### src/rtl/ostt_pkg.sv
// -----------------------------------------------------------------------------
// ostt_pkg
// Shared types, constants and control structs for the one-shot timer table.
// -----------------------------------------------------------------------------
package ostt_pkg;

  // Table geometry
  localparam int unsigned SLOT_COUNT = 16;
  localparam int unsigned SLOT_W     = (SLOT_COUNT > 1) ? $clog2(SLOT_COUNT) : 1;

  // At most this many slots fire on one expiry check
  localparam int unsigned MAX_FIRE = 16;
  localparam int unsigned FIRE_W   = $clog2(MAX_FIRE + 1);

  // A deadline is due when (now - deadline) mod 2^32 is below this
  localparam logic [31:0] HALF_RANGE = 32'h8000_0000;

  typedef logic [SLOT_W-1:0] slot_idx_t;

  localparam slot_idx_t LAST_SLOT = SLOT_W'(SLOT_COUNT - 1);

  // Request codes
  typedef enum logic [1:0] {
    REQ_REGISTER = 2'd0,
    REQ_CANCEL   = 2'd1,
    REQ_EXPIRE   = 2'd2
  } req_e;

  // Result status codes
  typedef enum logic [2:0] {
    ST_REGISTERED = 3'd0,
    ST_REJECTED   = 3'd1,
    ST_CANCELLED  = 3'd2,
    ST_IGNORED    = 3'd3,
    ST_FIRED      = 3'd4,
    ST_NONE_DUE   = 3'd5
  } status_e;

  typedef struct packed {
    req_e        req_type;
    logic [31:0] current_time;
    logic [31:0] delay;
    logic [4:0]  slot_id;
  } req_t;

  typedef struct packed {
    status_e     status;
    logic [3:0]  slot;
    logic        compare_armed;
    logic [31:0] compare_value;
    logic        last;
  } rsp_t;

  // Controller -> datapath commands
  typedef struct packed {
    logic    capture;      // latch the request beat
    logic    find;         // probe the free-slot scan index
    logic    alloc;        // claim the probed slot
    logic    cancel;       // free the slot named in the request
    logic    scan_start;   // arm a deadline scan
    logic    fire_mode;    // scan fires due slots as it goes
    logic    scan_run;     // step the deadline scan
    logic    commit;       // load earliest / compare from the scan result
    logic    status_ld;    // load the pending status
    status_e status_val;
    logic    emit_single;  // send the single result
    logic    emit_step;    // walk the fired-slot mask
  } ctl_cmd_t;

  // Datapath -> controller status
  typedef struct packed {
    req_e req_type;
    logic delay_zero;
    logic id_ok;
    logic slot_free;
    logic scan_at_last;
    logic need_recomp;
    logic scan_done;
    logic fire_mode;
    logic fire_none;
    logic can_load;
    logic emit_done;
  } dp_status_t;

endpackage

### src/rtl/ostt_req_if.sv
// -----------------------------------------------------------------------------
// ostt_req_if
// Request channel: valid/ready handshake with the timer request payload.
// -----------------------------------------------------------------------------
interface ostt_req_if;
  logic        valid;
  logic        ready;
  logic [1:0]  req_type;
  logic [31:0] current_time;
  logic [31:0] delay;
  logic [4:0]  slot_id;

  modport source (output valid, req_type, current_time, delay, slot_id, input ready);
  modport sink   (input valid, req_type, current_time, delay, slot_id, output ready);
endinterface

### src/rtl/ostt_rsp_if.sv
// -----------------------------------------------------------------------------
// ostt_rsp_if
// Result channel: valid/ready handshake with the timer result payload.
// -----------------------------------------------------------------------------
interface ostt_rsp_if;
  logic        valid;
  logic        ready;
  logic [2:0]  status;
  logic [3:0]  slot;
  logic        compare_armed;
  logic [31:0] compare_value;
  logic        last;

  modport source (output valid, status, slot, compare_armed, compare_value, last,
                  input ready);
  modport sink   (input valid, status, slot, compare_armed, compare_value, last,
                  output ready);
endinterface

### src/rtl/ostt_datapath.sv
// -----------------------------------------------------------------------------
// ostt_datapath
// Slot table, deadline memory, scan pipeline, compare state and result register.
// -----------------------------------------------------------------------------
module ostt_datapath import ostt_pkg::*; (
  input  logic       clk_i,
  input  logic       rst_ni,
  input  req_t       req_i,
  input  ctl_cmd_t   cmd_i,
  output dp_status_t stat_o,
  input  logic       rsp_ready_i,
  output logic       rsp_valid_o,
  output rsp_t       rsp_o
);

  // Wrap-aware due test
  function automatic logic is_due(input logic [31:0] deadline, input logic [31:0] now);
    logic [31:0] diff;
    diff = now - deadline;
    return diff < HALF_RANGE;
  endfunction

  // Request and slot state
  req_t                  req_q;
  logic [31:0]           dl_q;
  logic [SLOT_COUNT-1:0] active_q, active_d;
  logic [SLOT_COUNT-1:0] fired_q, fired_d;
  logic [31:0]           dl_mem [SLOT_COUNT];

  // Scan pipeline
  slot_idx_t   scan_idx_q, pipe_idx_q;
  logic        issue_done_q, pipe_vld_q, pipe_last_q, fire_mode_q;
  logic [31:0] rd_data_q;
  logic        best_vld_q;
  logic [31:0] best_q;
  logic [FIRE_W-1:0] fire_cnt_q;

  // Compare state
  logic        earliest_vld_q, armed_q;
  logic [31:0] earliest_q, armed_val_q;

  // Result staging
  status_e           status_q;
  slot_idx_t         slot_q, emit_idx_q;
  logic [FIRE_W-1:0] emit_left_q;
  logic              rsp_vld_q;
  rsp_t              rsp_q;

  slot_idx_t   cancel_idx;
  logic        issue, pipe_active, fire_hit, min_hit;
  logic        can_load, emit_fired, emit_load, single_load;
  logic [31:0] armed_val_d;

  assign cancel_idx  = SLOT_W'(req_q.slot_id);
  assign issue       = cmd_i.scan_run && !issue_done_q;
  assign pipe_active = active_q[pipe_idx_q];

  // Evaluate the slot read out last cycle
  assign fire_hit = pipe_vld_q && fire_mode_q && pipe_active &&
                    is_due(rd_data_q, req_q.current_time) &&
                    (fire_cnt_q < FIRE_W'(MAX_FIRE));
  assign min_hit  = pipe_vld_q && pipe_active && !fire_hit &&
                    (!best_vld_q || (rd_data_q < best_q));

  assign can_load    = !rsp_vld_q || rsp_ready_i;
  assign emit_fired  = fired_q[emit_idx_q];
  assign emit_load   = cmd_i.emit_step && emit_fired && can_load;
  assign single_load = cmd_i.emit_single && can_load;

  // Compare value after a recompute
  always_comb begin
    if (!best_vld_q) begin
      armed_val_d = '0;
    end else if (is_due(best_q, req_q.current_time)) begin
      armed_val_d = req_q.current_time + 32'd1;
    end else begin
      armed_val_d = best_q;
    end
  end

  // Active and fired bit updates
  always_comb begin
    active_d = active_q;
    if (cmd_i.alloc)  active_d[scan_idx_q] = 1'b1;
    if (cmd_i.cancel) active_d[cancel_idx] = 1'b0;
    if (fire_hit)     active_d[pipe_idx_q] = 1'b0;
  end

  always_comb begin
    fired_d = fired_q;
    if (cmd_i.scan_start) begin
      fired_d = '0;
    end else if (fire_hit) begin
      fired_d[pipe_idx_q] = 1'b1;
    end
  end

  // Status to the controller
  always_comb begin
    stat_o.req_type     = req_q.req_type;
    stat_o.delay_zero   = (req_q.delay == '0);
    stat_o.id_ok        = (32'(req_q.slot_id) < 32'(SLOT_COUNT));
    stat_o.slot_free    = !active_q[scan_idx_q];
    stat_o.scan_at_last = (scan_idx_q == LAST_SLOT);
    stat_o.need_recomp  = !earliest_vld_q || (dl_q < earliest_q);
    stat_o.scan_done    = pipe_vld_q && pipe_last_q;
    stat_o.fire_mode    = fire_mode_q;
    stat_o.fire_none    = (fire_cnt_q == '0);
    stat_o.can_load     = can_load;
    stat_o.emit_done    = emit_load && (emit_left_q == FIRE_W'(1));
  end

  // Deadline memory: one write port, one registered read port
  always_ff @(posedge clk_i) begin
    if (cmd_i.alloc) begin
      dl_mem[scan_idx_q] <= dl_q;
    end
    if (issue) begin
      rd_data_q <= dl_mem[scan_idx_q];
    end
  end

  // Control state
  always_ff @(posedge clk_i or negedge rst_ni) begin
    if (!rst_ni) begin
      active_q       <= '0;
      fired_q        <= '0;
      scan_idx_q     <= '0;
      issue_done_q   <= 1'b0;
      pipe_vld_q     <= 1'b0;
      fire_mode_q    <= 1'b0;
      best_vld_q     <= 1'b0;
      fire_cnt_q     <= '0;
      earliest_vld_q <= 1'b0;
      earliest_q     <= '0;
      armed_q        <= 1'b0;
      armed_val_q    <= '0;
      emit_idx_q     <= '0;
      emit_left_q    <= '0;
      rsp_vld_q      <= 1'b0;
    end else begin
      active_q   <= active_d;
      fired_q    <= fired_d;
      pipe_vld_q <= issue;

      // Scan index: shared by free-slot probe and deadline scan
      if (cmd_i.capture || cmd_i.scan_start) begin
        scan_idx_q <= '0;
      end else if (cmd_i.find || issue) begin
        scan_idx_q <= scan_idx_q + 1'b1;
      end

      if (cmd_i.scan_start) begin
        issue_done_q <= 1'b0;
        fire_mode_q  <= cmd_i.fire_mode;
        best_vld_q   <= 1'b0;
        fire_cnt_q   <= '0;
        emit_idx_q   <= '0;
      end else begin
        if (issue && (scan_idx_q == LAST_SLOT)) issue_done_q <= 1'b1;
        if (min_hit)  best_vld_q <= 1'b1;
        if (fire_hit) fire_cnt_q <= fire_cnt_q + 1'b1;
        if (cmd_i.emit_step && (!emit_fired || can_load)) begin
          emit_idx_q <= emit_idx_q + 1'b1;
        end
      end

      // Recompute result into the compare state
      if (cmd_i.commit) begin
        earliest_vld_q <= best_vld_q;
        earliest_q     <= best_vld_q ? best_q : '0;
        armed_q        <= best_vld_q;
        armed_val_q    <= armed_val_d;
        emit_left_q    <= fire_cnt_q;
      end else if (emit_load) begin
        emit_left_q <= emit_left_q - 1'b1;
      end

      // Output register handshake
      if (single_load || emit_load) begin
        rsp_vld_q <= 1'b1;
      end else if (rsp_ready_i) begin
        rsp_vld_q <= 1'b0;
      end
    end
  end

  // Payload registers
  always_ff @(posedge clk_i) begin
    if (cmd_i.capture) begin
      req_q <= req_i;
      dl_q  <= req_i.current_time + req_i.delay;
    end

    pipe_idx_q  <= scan_idx_q;
    pipe_last_q <= (scan_idx_q == LAST_SLOT);

    if (min_hit) best_q <= rd_data_q;

    if (cmd_i.status_ld) status_q <= cmd_i.status_val;

    if (cmd_i.alloc) begin
      slot_q <= scan_idx_q;
    end else if (cmd_i.cancel) begin
      slot_q <= cancel_idx;
    end else if (cmd_i.status_ld) begin
      slot_q <= '0;
    end

    if (single_load) begin
      rsp_q <= '{status: status_q, slot: 4'(slot_q), compare_armed: armed_q,
                 compare_value: armed_val_q, last: 1'b1};
    end else if (emit_load) begin
      rsp_q <= '{status: ST_FIRED, slot: 4'(emit_idx_q), compare_armed: armed_q,
                 compare_value: armed_val_q, last: (emit_left_q == FIRE_W'(1))};
    end
  end

  assign rsp_valid_o = rsp_vld_q;
  assign rsp_o       = rsp_q;

endmodule

### src/rtl/ostt_ctrl.sv
// -----------------------------------------------------------------------------
// ostt_ctrl
// Request sequencer: decode, free-slot probe, deadline scan, commit, results.
// -----------------------------------------------------------------------------
module ostt_ctrl import ostt_pkg::*; (
  input  logic       clk_i,
  input  logic       rst_ni,
  input  logic       in_valid_i,
  output logic       in_ready_o,
  input  dp_status_t stat_i,
  output ctl_cmd_t   cmd_o
);

  typedef enum logic [6:0] {
    S_IDLE   = 7'b0000001,
    S_DECODE = 7'b0000010,
    S_FIND   = 7'b0000100,
    S_SCAN   = 7'b0001000,
    S_COMMIT = 7'b0010000,
    S_RESP   = 7'b0100000,
    S_EMIT   = 7'b1000000
  } state_e;

  state_e state_q, state_d;

  assign in_ready_o = (state_q == S_IDLE);

  // Next state and commands
  always_comb begin
    state_d = state_q;
    cmd_o   = '0;
    unique case (state_q)
      S_IDLE: begin
        if (in_valid_i) begin
          cmd_o.capture = 1'b1;
          state_d       = S_DECODE;
        end
      end
      S_DECODE: begin
        unique case (stat_i.req_type)
          REQ_REGISTER: begin
            if (stat_i.delay_zero) begin
              cmd_o.status_ld  = 1'b1;
              cmd_o.status_val = ST_REJECTED;
              state_d          = S_RESP;
            end else begin
              state_d = S_FIND;
            end
          end
          REQ_CANCEL: begin
            cmd_o.status_ld = 1'b1;
            if (stat_i.id_ok) begin
              cmd_o.cancel     = 1'b1;
              cmd_o.status_val = ST_CANCELLED;
              cmd_o.scan_start = 1'b1;
              state_d          = S_SCAN;
            end else begin
              cmd_o.status_val = ST_IGNORED;
              state_d          = S_RESP;
            end
          end
          REQ_EXPIRE: begin
            cmd_o.scan_start = 1'b1;
            cmd_o.fire_mode  = 1'b1;
            state_d          = S_SCAN;
          end
          default: begin
            // undefined request: dropped without a result
            state_d = S_IDLE;
          end
        endcase
      end
      S_FIND: begin
        cmd_o.find = 1'b1;
        if (stat_i.slot_free) begin
          cmd_o.alloc      = 1'b1;
          cmd_o.status_ld  = 1'b1;
          cmd_o.status_val = ST_REGISTERED;
          if (stat_i.need_recomp) begin
            cmd_o.scan_start = 1'b1;
            state_d          = S_SCAN;
          end else begin
            state_d = S_RESP;
          end
        end else if (stat_i.scan_at_last) begin
          // table full
          cmd_o.status_ld  = 1'b1;
          cmd_o.status_val = ST_REJECTED;
          state_d          = S_RESP;
        end
      end
      S_SCAN: begin
        cmd_o.scan_run = 1'b1;
        if (stat_i.scan_done) state_d = S_COMMIT;
      end
      S_COMMIT: begin
        if (stat_i.fire_mode && stat_i.fire_none) begin
          // nothing due: compare left as is
          cmd_o.status_ld  = 1'b1;
          cmd_o.status_val = ST_NONE_DUE;
          state_d          = S_RESP;
        end else begin
          cmd_o.commit = 1'b1;
          state_d      = stat_i.fire_mode ? S_EMIT : S_RESP;
        end
      end
      S_RESP: begin
        cmd_o.emit_single = 1'b1;
        if (stat_i.can_load) state_d = S_IDLE;
      end
      S_EMIT: begin
        cmd_o.emit_step = 1'b1;
        if (stat_i.emit_done) state_d = S_IDLE;
      end
      default: begin
        state_d = S_IDLE;
      end
    endcase
  end

  always_ff @(posedge clk_i or negedge rst_ni) begin
    if (!rst_ni) begin
      state_q <= S_IDLE;
    end else begin
      state_q <= state_d;
    end
  end

endmodule

### src/rtl/one_shot_timer_table.sv
// -----------------------------------------------------------------------------
// one_shot_timer_table
// Table of one-shot timer slots sharing one hardware compare.
// -----------------------------------------------------------------------------
// Requests are taken one at a time: register (lowest free slot gets deadline
// current_time+delay), cancel (frees a slot and recomputes the compare), and
// expiry check (fires every due slot, at most 16, lowest first, one result
// beat per fired slot). All result beats of a request carry the compare state
// after the whole request, and the final beat has last set. A register probes
// slots from slot 0 up for a free one and rescans the deadlines only when the
// new deadline becomes the earliest; a valid cancel always rescans; an expiry
// check scans every slot and, when any fired, walks the fired-slot mask up to
// the highest fired slot. The slot scan visits one slot per cycle through the
// single read port of the deadline memory, and a result side that holds off
// delays the block further. A finished beat waits in the output register
// while the next request is accepted.
// -----------------------------------------------------------------------------
module one_shot_timer_table import ostt_pkg::*; (
  input logic        clk_i,
  input logic        rst_ni,
  ostt_req_if.sink   req_i,
  ostt_rsp_if.source rsp_o
);

  req_t       req_pl;
  rsp_t       rsp_pl;
  ctl_cmd_t   cmd;
  dp_status_t stat;
  logic       in_ready;
  logic       rsp_valid;

  // Pack the request beat
  assign req_pl.req_type     = req_e'(req_i.req_type);
  assign req_pl.current_time = req_i.current_time;
  assign req_pl.delay        = req_i.delay;
  assign req_pl.slot_id      = req_i.slot_id;
  assign req_i.ready         = in_ready;

  ostt_ctrl u_ctrl (
    .clk_i      (clk_i),
    .rst_ni     (rst_ni),
    .in_valid_i (req_i.valid),
    .in_ready_o (in_ready),
    .stat_i     (stat),
    .cmd_o      (cmd)
  );

  ostt_datapath u_datapath (
    .clk_i       (clk_i),
    .rst_ni      (rst_ni),
    .req_i       (req_pl),
    .cmd_i       (cmd),
    .stat_o      (stat),
    .rsp_ready_i (rsp_o.ready),
    .rsp_valid_o (rsp_valid),
    .rsp_o       (rsp_pl)
  );

  // Unpack the result beat
  assign rsp_o.valid         = rsp_valid;
  assign rsp_o.status        = rsp_pl.status;
  assign rsp_o.slot          = rsp_pl.slot;
  assign rsp_o.compare_armed = rsp_pl.compare_armed;
  assign rsp_o.compare_value = rsp_pl.compare_value;
  assign rsp_o.last          = rsp_pl.last;

endmodule

### src/flat_wrapper.sv
// flat-port wrapper written by rule: the top's interface ports become plain ports
module one_shot_timer_table_flat import ostt_pkg::*;
  (clk_i, rst_ni, req_i_valid, req_i_req_type, req_i_current_time, req_i_delay, req_i_slot_id, req_i_ready, rsp_o_valid, rsp_o_status, rsp_o_slot, rsp_o_compare_armed, rsp_o_compare_value, rsp_o_last, rsp_o_ready);
  ostt_req_if req_i_i ();
  ostt_rsp_if rsp_o_i ();
  input logic clk_i;
  input logic rst_ni;
  input wire logic [$bits(req_i_i.valid)-1:0] req_i_valid;
  input wire logic [$bits(req_i_i.req_type)-1:0] req_i_req_type;
  input wire logic [$bits(req_i_i.current_time)-1:0] req_i_current_time;
  input wire logic [$bits(req_i_i.delay)-1:0] req_i_delay;
  input wire logic [$bits(req_i_i.slot_id)-1:0] req_i_slot_id;
  output wire logic [$bits(req_i_i.ready)-1:0] req_i_ready;
  output wire logic [$bits(rsp_o_i.valid)-1:0] rsp_o_valid;
  output wire logic [$bits(rsp_o_i.status)-1:0] rsp_o_status;
  output wire logic [$bits(rsp_o_i.slot)-1:0] rsp_o_slot;
  output wire logic [$bits(rsp_o_i.compare_armed)-1:0] rsp_o_compare_armed;
  output wire logic [$bits(rsp_o_i.compare_value)-1:0] rsp_o_compare_value;
  output wire logic [$bits(rsp_o_i.last)-1:0] rsp_o_last;
  input wire logic [$bits(rsp_o_i.ready)-1:0] rsp_o_ready;
  assign req_i_i.valid = req_i_valid;
  assign req_i_i.req_type = req_i_req_type;
  assign req_i_i.current_time = req_i_current_time;
  assign req_i_i.delay = req_i_delay;
  assign req_i_i.slot_id = req_i_slot_id;
  assign req_i_ready = req_i_i.ready;
  assign rsp_o_valid = rsp_o_i.valid;
  assign rsp_o_status = rsp_o_i.status;
  assign rsp_o_slot = rsp_o_i.slot;
  assign rsp_o_compare_armed = rsp_o_i.compare_armed;
  assign rsp_o_compare_value = rsp_o_i.compare_value;
  assign rsp_o_last = rsp_o_i.last;
  assign rsp_o_i.ready = rsp_o_ready;
  one_shot_timer_table u_core (.clk_i(clk_i), .rst_ni(rst_ni), .req_i(req_i_i), .rsp_o(rsp_o_i));
endmodule
### config.mk
export PLATFORM = sky130hd
export DESIGN_NAME = one_shot_timer_table_flat
export DESIGN_NICKNAME = d
export VERILOG_FILES = /design/src/rtl/ostt_pkg.sv /design/src/rtl/ostt_req_if.sv /design/src/rtl/ostt_rsp_if.sv /design/src/rtl/ostt_datapath.sv /design/src/rtl/ostt_ctrl.sv /design/src/rtl/one_shot_timer_table.sv /design/src/flat_wrapper.sv
export SDC_FILE = /design/constraint.sdc
export NUM_CORES = 1
export LEC_CHECK = 0
export BUFFER_PORTS_ARGS = -buffer_cell sky130_fd_sc_hd__buf_4
export CAP_MARGIN = 0
export CORE_ASPECT_RATIO = 1.5
export CORE_MARGIN = 2
export CORE_UTILIZATION = 62
export CTS_CLUSTER_SIZE = 20
export DETAILED_ROUTE_END_ITERATION = 8
export PLACE_DENSITY_LB_ADDON = 0.12
export SYNTH_ARGS = -nofsm -noshare
export SYNTH_HDL_FRONTEND = slang
export SYNTH_HIERARCHICAL = 1
export SYNTH_SLANG_ARGS = --single-unit
### constraint.sdc
create_clock -name clk_i -period 6.16 [get_ports clk_i]
set_input_delay 0.924 -clock clk_i [delete_from_list [all_inputs] [get_ports clk_i]]
set_output_delay 0.924 -clock clk_i [all_outputs]
set_load 0.01 [all_outputs]
; Word-level counts from Yosys, hierarchy flattened
; Memory sizes are Yosys's and may differ from the RTL's. A register that Yosys moved wholly into a read port is not among the register bits.
; Cells that the tools add are included.
[word_totals]
register_bits = 315
latchBits = 0
mem_bits_rw = 512
romBits = 0
inputBits = 75
out_inout_bits = 43
wordCells = 198
memories = 1
[classes]
addsub = 8
mul = 0
n_div = 0
n_lt_le_gt_ge = 13
eq_ne = 16
n_shift = 0
n_mux = 79
bitwise_logic = 6
n_reduce_logical = 45
[mem_list]
columns = name, words, word_bits, read_ports, rd_clocked_by_memory_dff, wr, line
row1 = u_core.u_datapath.dl_mem, 16, 32, 1, 1, 1, ostt_datapath.sv:28  ; logic [31:0] dl_mem [SLOT_COUNT];
[ops]
columns = operator, count
row1 = 32-bit 2-to-1 mux, 3
row2 = 41-bit 2-to-1 mux, 2
row3 = 16-bit 2-to-1 mux, 5
row4 = 32-bit < comparator, 2
row5 = 32-bit < comparator (second input constant), 2
row6 = 32-bit subtractor, 2
row7 = 7-bit 2-to-1 mux, 8
row8 = 7-bit case mux with 7 select lines, 1
row9 = 4-bit 2-to-1 mux, 11
row10 = 32-bit by 1-bit adder with 32-bit output (second input constant), 1
row11 = 32-bit adder, 1
row12 = 16-bit AND, 2
row13 = 32-bit logical NOT, 1
row14 = 16-bit NOT, 2
row15 = 16-bit OR, 2
row16 = 1-bit 2-to-1 mux, 29
row17 = 7-bit case mux with 3 select lines, 1
row18 = 4-bit by 5-bit < comparator with 1-bit output (second input constant), 4
row19 = 5-bit 2-to-1 mux, 4
row20 = 1-bit logical AND, 19
row21 = 6-bit 2-to-1 mux, 3
row22 = 2-bit nonzero test, 8
row23 = 1-bit binary-select mux with 4-bit select, 3
row24 = 1-bit demux with 4-bit select, 3
row25 = other kinds (29), 48

; Depth between registers and ports, before layout
; Gate-level depths: netlist of the first run.
[logic_depth]
word_depth = 10
depth_mapped = 16
ltp_nobuf = 15

; By module
; Netlist of the first run, hierarchy kept.
[by_module_without_submodules]
columns = mod, n_inst, cells_per_inst, area_each_um2, seq_area_each_um2
row1 = ostt_datapath, 1, 2196, 36776.5, 24923.9
row2 = ostt_ctrl, 1, 92, 725.7, 176.4

; Worst setup path before layout of the first run
; No wires, ideal clock.
[synth_timing]
path_type = reg-to-reg
start = register u_core/u_datapath/req_q[45] (netlist name)
end = register u_core.u_datapath.best_q[0] (enable)
setup_ns = 0.441
arrival_ns = 3.893
t_required_ns = 5.719
setup_slack_ns = 1.826
stages_incl_launch_ff = 12
n_path_buf = 2
period_less_slack_ns = 4.334
path_cell_list = edfxtp_1 ha_1 a21o_1 a21o_1 a21oi_1 o2111ai_1 a22oi_1 a2111o_1 nand2_1 buf_6 buf_6 nor4_2
[synth_via]
elab_chain_cells = 7
[synth_lines]
columns = item, line
row1 = from (decl), ostt_datapath.sv:24  ; req_t req_q;
row2 = from (signal assigned), ostt_datapath.sv:191  ; req_q <= req_i;
row3 = 32-bit subtractor, ostt_datapath.sv:19  ; diff = now - deadline;
row4 = 32-bit < comparator, ostt_datapath.sv:20  ; return diff < HALF_RANGE;
row5 = 1-bit logical AND, ostt_datapath.sv:59  ; assign fire_hit = pipe_vld_q && fire_mode_q && pipe_active &&
row6 = 1-bit logical AND, ostt_datapath.sv:60  ; is_due(rd_data_q, req_q.current_time) &&
row7 = 1-bit logical NOT, ostt_datapath.sv:62  ; assign min_hit = pipe_vld_q && pipe_active && !fire_hit &&
row8 = 1-bit logical AND (2 in a row), ostt_datapath.sv:62
row9 = named net u_core.u_datapath.min_hit, ostt_datapath.sv:50  ; logic issue, pipe_active, fire_hit, min_hit;
row10 = to (signal assigned), ostt_datapath.sv:198  ; if (min_hit) best_q <= rd_data_q;
row11 = to (decl), ostt_datapath.sv:35  ; logic [31:0] best_q;
; The timed path passes the listed nets, and every way through them passes these cells.
; A chain may end at the register's enable or synchronous reset.

==> run metrics, run 1 <==
share of cells above drive strength 1=0.1907; CP Data Required Time=6.68 ns; Crit Path Max Fanout=53; initial cell density of the core=0.6264; Post-DP HPWL=57.27 mm; DR vias=21050; H-Tree Depth=3; initial antenna violation count=2; Final setup viols=0; worst endpoint data arrival time=5.41 ns; # hold bufs at CTS=0; Port-buffer cells=around 120; Routed Antenna Nets=0; DR vias/cell=6.467; top sig layer=met4; routed wl met2=between 40 and 50 mm; cell taking the most area after synthesis=edfxtp_1; clock period minus worst slack=~4.9 ns; Detail Route met3 WL=6.068 mm; number of DRC markers in iteration 0=2049; Clock Pin Slew Worst Setup and Hold Paths=about 0.070 ns; Post-route DRC=0; slew margin rel.=0.2944; fin. max-slew vios=0; number of flops mapped to enable cells by yosys=~730; Static Leak=15.25 nW; Slew @ Worst Pin=1.058 ns; status=finished clean; Synth Net Count=2531; Synth Area per Inst=16.39 um^2; sequential area share after synthesis=0.6693; first-pass GRT wire length=roughly 130 mm; clk buf depth=3; Final GP Congestion=0.9093; CTS buffer count=78; top_reg_cell synth=edfxtp_1; Die X=204.8 um; io pins=118; area fraction of the dominant cell type after synthesis=0.5813; post-DR wirelength/cell=26.88 um; core outline area=0.05987 mm^2; clock root cell=clkbuf_16; post-route cell area=0.04183 mm^2; Peak VDD IR=0.2720 mV; All-Layer GR Usage=0.2885; die area=roughly 0.063 mm^2; M1 WL=34.79 mm; Nets=roughly 2700; Max Cap Violations=0; gr ovfl total=0; Setup TNS=0 ns; RSZ-0062 raised after global routing=no; Post-CTS Setup Inserts=0; Hold Crit Class=input pin to async pin; Row Count=110; Yosys warnings=6; vias in the first global route=21800; #FFs+latches synth=859; Period Utilization, post-route=0.7930; CTS tree=yes; Mapped Area=between 0.03 and 0.04 mm^2; fill cell count=3781; Sink Count=between 800 and 900; Hold WS=around 0.36 ns; setup skew after layout=0.03122 ns; clk_lat worst skew=about 0.64 ns; Peak Freq=204.7 MHz; Pre-antenna DRT Iters=6; Hold Violations, Final=0; Worst setup EP type=register; kind of critical path=register to register; synth unique cells=77; ranking of synthesized cells by area=edfxtp_1 58%, mux4_2 10%, dfrtp_1 8.4%; Pwr Total=around 0.012 W; largest net degree at the start of global routing=just over 80; FFs w/ async S/R, synth=0.1478; Syn Inst Count=about 2300; Power per Cell Area=around 280 mW/mm^2; post-cts sizing count=0; Area Overhead vs Synth=11.54%; critical path launch point type=register; die height=~310 um; placed inst area=about 0.039 mm^2; drt total wl=87.49 mm
-- cell type report --
class / count / area, um^2 / area share
inverter: 135 / 506.7 / 0.01211
sequential: 859 / 25110 / 0.6003
multi-input combinational: 1201 / 11550 / 0.2762
timing repair buffer: 134 / 1010 / 0.02414
clock inverter: 36 / 467.9 / 0.01119
clock buffer: 105 / 2200 / 0.05258
tap: 784 / 980.9 / 0.02345
antenna: 1 / 2.502 / 0.00005982
-- critical path, stage by stage (launching register included) --
cell and delay (ns):
dfrtp_4 1.08, mux4_2 0.61, mux4_2 0.49, inv_1 0.15, inv_1 0.08, nor2_1 0.65
and3b_1 0.33, and2_2 0.78, o22ai_1 0.25, a31oi_1 0.29
-- path summary, 6_finish.rpt --
path | startpoint | endpoint | slack, ns | cells after the start
worst max-delay path | u_core/u_datapath/scan_idx_q[0] | u_core/u_datapath/active_q[7] | 1.28 | 9
worst min-delay path | rst_ni | u_core/u_datapath/earliest_q[0] | 0.36 | 1
worst max register to register | u_core/u_datapath/scan_idx_q[0] | u_core/u_datapath/active_q[7] | 1.28 | 9
worst min register to register | u_core/u_datapath/rsp_o[0] | u_core/u_datapath/rsp_o[0] | 0.48 | 1
max in group asynchronous | rst_ni | u_core/u_datapath/scan_idx_q[1] | 4.56 | 2
min in group clk_i | req_i_slot_id[4] | u_core/u_datapath/req_q[4] | 0.46 | 1
-- cells in the mapped netlist, types with 9 or more instances --
cell type / n
nand2_1: 63
and2_1: 28
nand2b_1: 52
mux2i_1: 9
a21o_1: 59
a21oi_1: 60
nand3_1: 64
ha_1: 167
o311ai_1: 28
xor2_1: 39
buf_2: 15
dfrtp_1: 126
buf_1: 14
nor2_1: 71
clkbuf_1: 55
edfxtp_1: 726
and3_1: 16
nand4_1: 31
mux4_2: 174
xnor2_1: 33
nor4_1: 13
inv_1: 135
o21ai_0: 49
nor3_1: 9
a31oi_1: 34
nor2b_1: 44
o22ai_1: 46
-- routing by layer --
metal  GRT usage  vias up
li1            -     9209
met1      0.4026    10740
met4      0.1089        0
met2      0.4701      926
met5           0        -
met3     0.03721      179
-- flip-flops by register name (all words and copies together) (netlist names), 5 cells and up --
| signal | cells |
|---|---|
| u_core/u_datapath/armed_val_q | 32 |
| u_core/u_datapath/fire_cnt_q | 5 |
| u_core/u_datapath/dl_q | 32 |
| u_core/u_datapath/dl_mem | 512 |
| u_core/u_datapath/earliest_q | 32 |
| u_core/u_ctrl/state_q | 7 |
| u_core/u_datapath/best_q | 32 |
| u_core/u_datapath/emit_left_q | 5 |
| u_core/u_datapath/fired_q | 16 |
| u_core/u_datapath/rsp_o | 41 |
| u_core/u_datapath/req_q | 65 |
| u_core/u_datapath/rd_data_q | 32 |
| u_core/u_datapath/active_q | 16 |
-- placed cells by master, fill, tap and decap left out, drive strengths merged, types with 31 or more instances in the layout --
| master | netlist | routed |
|---|---|---|
| a21o | 59 | 59 |
| a21oi | 60 | 60 |
| a31oi | 35 | 35 |
| buf | 38 | 134 |
| clkbuf | 55 | 105 |
| dfrtp | 126 | 126 |
| edfxtp | 726 | 726 |
| ha | 167 | 167 |
| inv | 135 | 138 |
| mux4 | 174 | 174 |
| nand2 | 63 | 63 |
| nand2b | 52 | 52 |
| nand3 | 65 | 65 |
| nand4 | 31 | 31 |
| nor2 | 71 | 71 |
| nor2b | 44 | 44 |
| o21ai | 50 | 50 |
| o22ai | 46 | 46 |
| xnor2 | 34 | 34 |
| xor2 | 39 | 39 |
-- power breakdown --
| group | internal (W) | leakage [nW] | switching (W) | total, W |
|---|---|---|---|---|
| clock network | 0.00297 | 1.30 | 0.00210 | 0.00508 |
| registers | 0.00624 | 8.18 | 0 | 0.00624 |
| logic | 0.000104 | 5.77 | 0.000144 | 0.000248 |
-- cell families (layout without fill, tap and decap cells) --
group	count (synthesis)	after routing	share of synthesized area
other cells	0	1	0
xor+xnor	73	73	0.01725
simple gates	425	425	0.06112
mux	188	188	0.1084
flops	859	859	0.6693
compound gates	347	347	0.06316
fa+ha+maj	168	168	0.05625
buf+inv	228	410	0.02452
-- through the flow --
step                  util  std cells  setup WS (ns)
global placement    0.6541       3113          1.486
detailed placement  0.6541       3113          1.322
floorplan                -       2288          1.826
global route        0.6987       3255         0.9907
finish              0.6987       3255          1.275
CTS                 0.6986       3254          1.300
Power figures use the tool's default switching activity.
==> run 2: changes to the inputs <==
==> constraint.sdc (replaced) <==
create_clock -name clk_i -period 4.7 [get_ports clk_i]
set_input_delay 0.705 -clock clk_i [delete_from_list [all_inputs] [get_ports clk_i]]
set_output_delay 0.705 -clock clk_i [all_outputs]
set_load 0.01 [all_outputs]
==> run 2 against run 1 <==
Sequential share of layout area shrank 0.44 points; register-to-register slack lost 0.65 ns; core utilization increased by 0.52 points; clock skew shrank 0.0088 ns; highest routed layer unchanged; critical endpoint is now u_core/u_datapath/scan_idx_q[2]; hold slack got worse by 0.25 ns; die area unchanged; wire length up 0.90%; combinational power grew 30%; count of clock-buffer cells in the layout increased by 3; critical path type unchanged; global-route usage grew 0.31 points; sequential power up 31%; largest cell class unchanged; final cell count rose by 1.1%.
==> run metrics, run 2 (same netlist as run 1, synthesis figures left out) <==
Port-buffer cells=117; Peak VDD IR=0.4246 mV; gr ovfl total=0; Row Count=110; status=finished clean; Crit Path Max Fanout=25; Die X=204.8 um; Switching Power=0.002949 W; Post-DP HPWL=59.09 mm; delay-heaviest family, CP=compound AO/OA/AOI/OAI gates; combinational share of power=0.022; CP Data Required Time=5.17 ns; Pre-antenna DRT Iters=5; # hold bufs at CTS=0; worst endpoint data arrival time=between 4 and 5 ns; vias in the first global route=about 22000; die area=0.06251 mm^2; Internal=0.01194 W; fill cell count=3836; post-cts sizing count=0; All-Layer GR Usage=0.2917; RSZ-0062 raised after global routing=no; Clock Pin Slew Worst Setup and Hold Paths=0.06 ns; post-DR wirelength/cell=26.82 um; slowest CP cell=edfxtp_1; H-Tree Depth=3; Post-route DRC=0; first-pass GRT wire length=132.8 mm; DR vias/cell=6.416; Largest Register=u_core/u_datapath/dl_mem; Nets=2684; Worst setup EP type=register; core outline area=0.05987 mm^2; switch share=0.1980; initial antenna violation count=1; Static Leak=15.39 nW; Sink Count=859; sequential share of power=0.550; Register Area=0.02511 mm^2; kind of critical path=register to register; Max Cap Violations=0; share of cells above drive strength 1=0.2010; area of the multi-input gates=~0.012 mm^2; Final GP Congestion=roughly 0.95; largest net degree at the start of global routing=between 100 and 150; Peak Freq=245.4 MHz; clock period minus worst slack=between 4 and 5 ns; Routed Antenna Nets=0; clk_lat worst skew=0.63 ns; Setup TNS=0 ns; Area Overhead vs Synth=12.36%; Hold Violations, Final=0; drt total wl=88.28 mm; reg2reg setup slack=0.62 ns; initial cell density of the core=0.6264; io pins=between 100 and 150; fin. max-slew vios=0; DR vias=21120; Slew @ Worst Pin=1.092 ns; slew margin rel.=0.2719; worst path cell trace=ha_1 > a21o_1 > a21o_1 > a21o_1 > a21o_1 > a2111oi_0 > or4_1 > a211oi_1 > o21ai_0 > nand2_1 > o21ai_2 > buf_4 > nor3_1; CTS tree=yes; Power per Cell Area=approximately 350 mW/mm^2; CP bufs+invs=1; clock root cell=clkbuf_16; final setup margin=0.6250 ns; most frequent cells in the layout=726 x edfxtp_1, 174 x mux4_2, 167 x ha_1; Setup Slack @ Placement=between 0.7 and 0.8 ns; setup skew after layout=0.02239 ns; most frequent CP cell=a21o_1; Final setup viols=0; number of DRC markers in iteration 0=1816; Post-CTS Setup Inserts=0; critical path launch point type=register; CTS buffer count=80; clk buf depth=3; most common cell after layout, fill and taps aside=edfxtp_1; max FFs per register=about 510; Hold Crit Class=input pin to async pin; clock share of power=0.429; CP max stage delay=0.61 ns; die height=around 310 um; Period Utilization, post-route=0.8670
## run 2: changes by cell type in the layout (fill, tap and decap cells not counted), sizes merged
cell / before / now
bufinv: 11 / 6
clkbuf: 105 / 108
clkinv: 21 / 24
buf: 134 / 164
inv: 138 / 139
clkinvlp: 1 / 6
## run 2: per-layer routing
| layer | routed length [um] | track usage | vias to the layer above |
|---|---|---|---|
| met4 | 3701 | 0.1304 | 0 |
| met3 | 5321 | 0.03134 | 170 |
| met2 | 45270 | 0.4903 | 799 |
| met5 | 0 | 0 | - |
| li1 | - | - | 9286 |
| met1 | 33990 | 0.3875 | 10870 |
## run 2: area by class of cell
cell class              count  share of cell area
well taps                 784             0.02328
clock inverters            40            0.008729
inverters                 135             0.01203
clock buffers             108             0.05211
repair buffers            164             0.03376
flip-flops and latches    859              0.5959
diodes                      1          0.00005938
multi-input cells        1201              0.2741
## run 2: path summary, 6_finish.rpt
| kind | start | end | depth (start not counted) |
|---|---|---|---|
| setup / recovery | u_core/u_datapath/dl_q[1] | u_core/u_datapath/scan_idx_q[2] | 13 |
| hold / removal | rst_ni | u_core/u_datapath/earliest_q[9] | 1 |
| setup reg to reg | u_core/u_datapath/dl_q[1] | u_core/u_datapath/scan_idx_q[2] | 13 |
| hold reg to reg | u_core/u_datapath/rsp_o[0] | u_core/u_datapath/rsp_o[0] | 1 |
| max in group asynchronous | rst_ni | u_core/u_datapath/scan_idx_q[0] | 2 |
| min in group clk_i | req_i_slot_id[1] | u_core/u_datapath/cancel_idx[1] | 1 |
## run 2: power by group through the flow
stage	clock, W	combinational, W	sequential, W
floorplan	0	0.000172	0.00834
global placement	0	0.000313	0.00834
detailed placement	0	0.000318	0.00834
CTS	0.00648	0.000321	0.00818
global route	0.00678	0.000351	0.00818
finish	0.00639	0.000322	0.00818
## run 2: through the flow
step	instance area [um^2]	power, W	utilization	std cells	hold WS [ns]
4_1_cts	42140	0.01498	0.7038	3291	0.1271
6_report	42140	0.01489	0.7038	3292	0.1099
3_5_place_dp	39570	0.008662	0.6610	3143	0.4677
3_3_place_gp	39570	0.008658	0.6610	3143	0.4513
2_1_floorplan	37500	0.008517	-	2288	0.3771
5_1_grt	42140	0.01531	0.7038	3291	0.1704
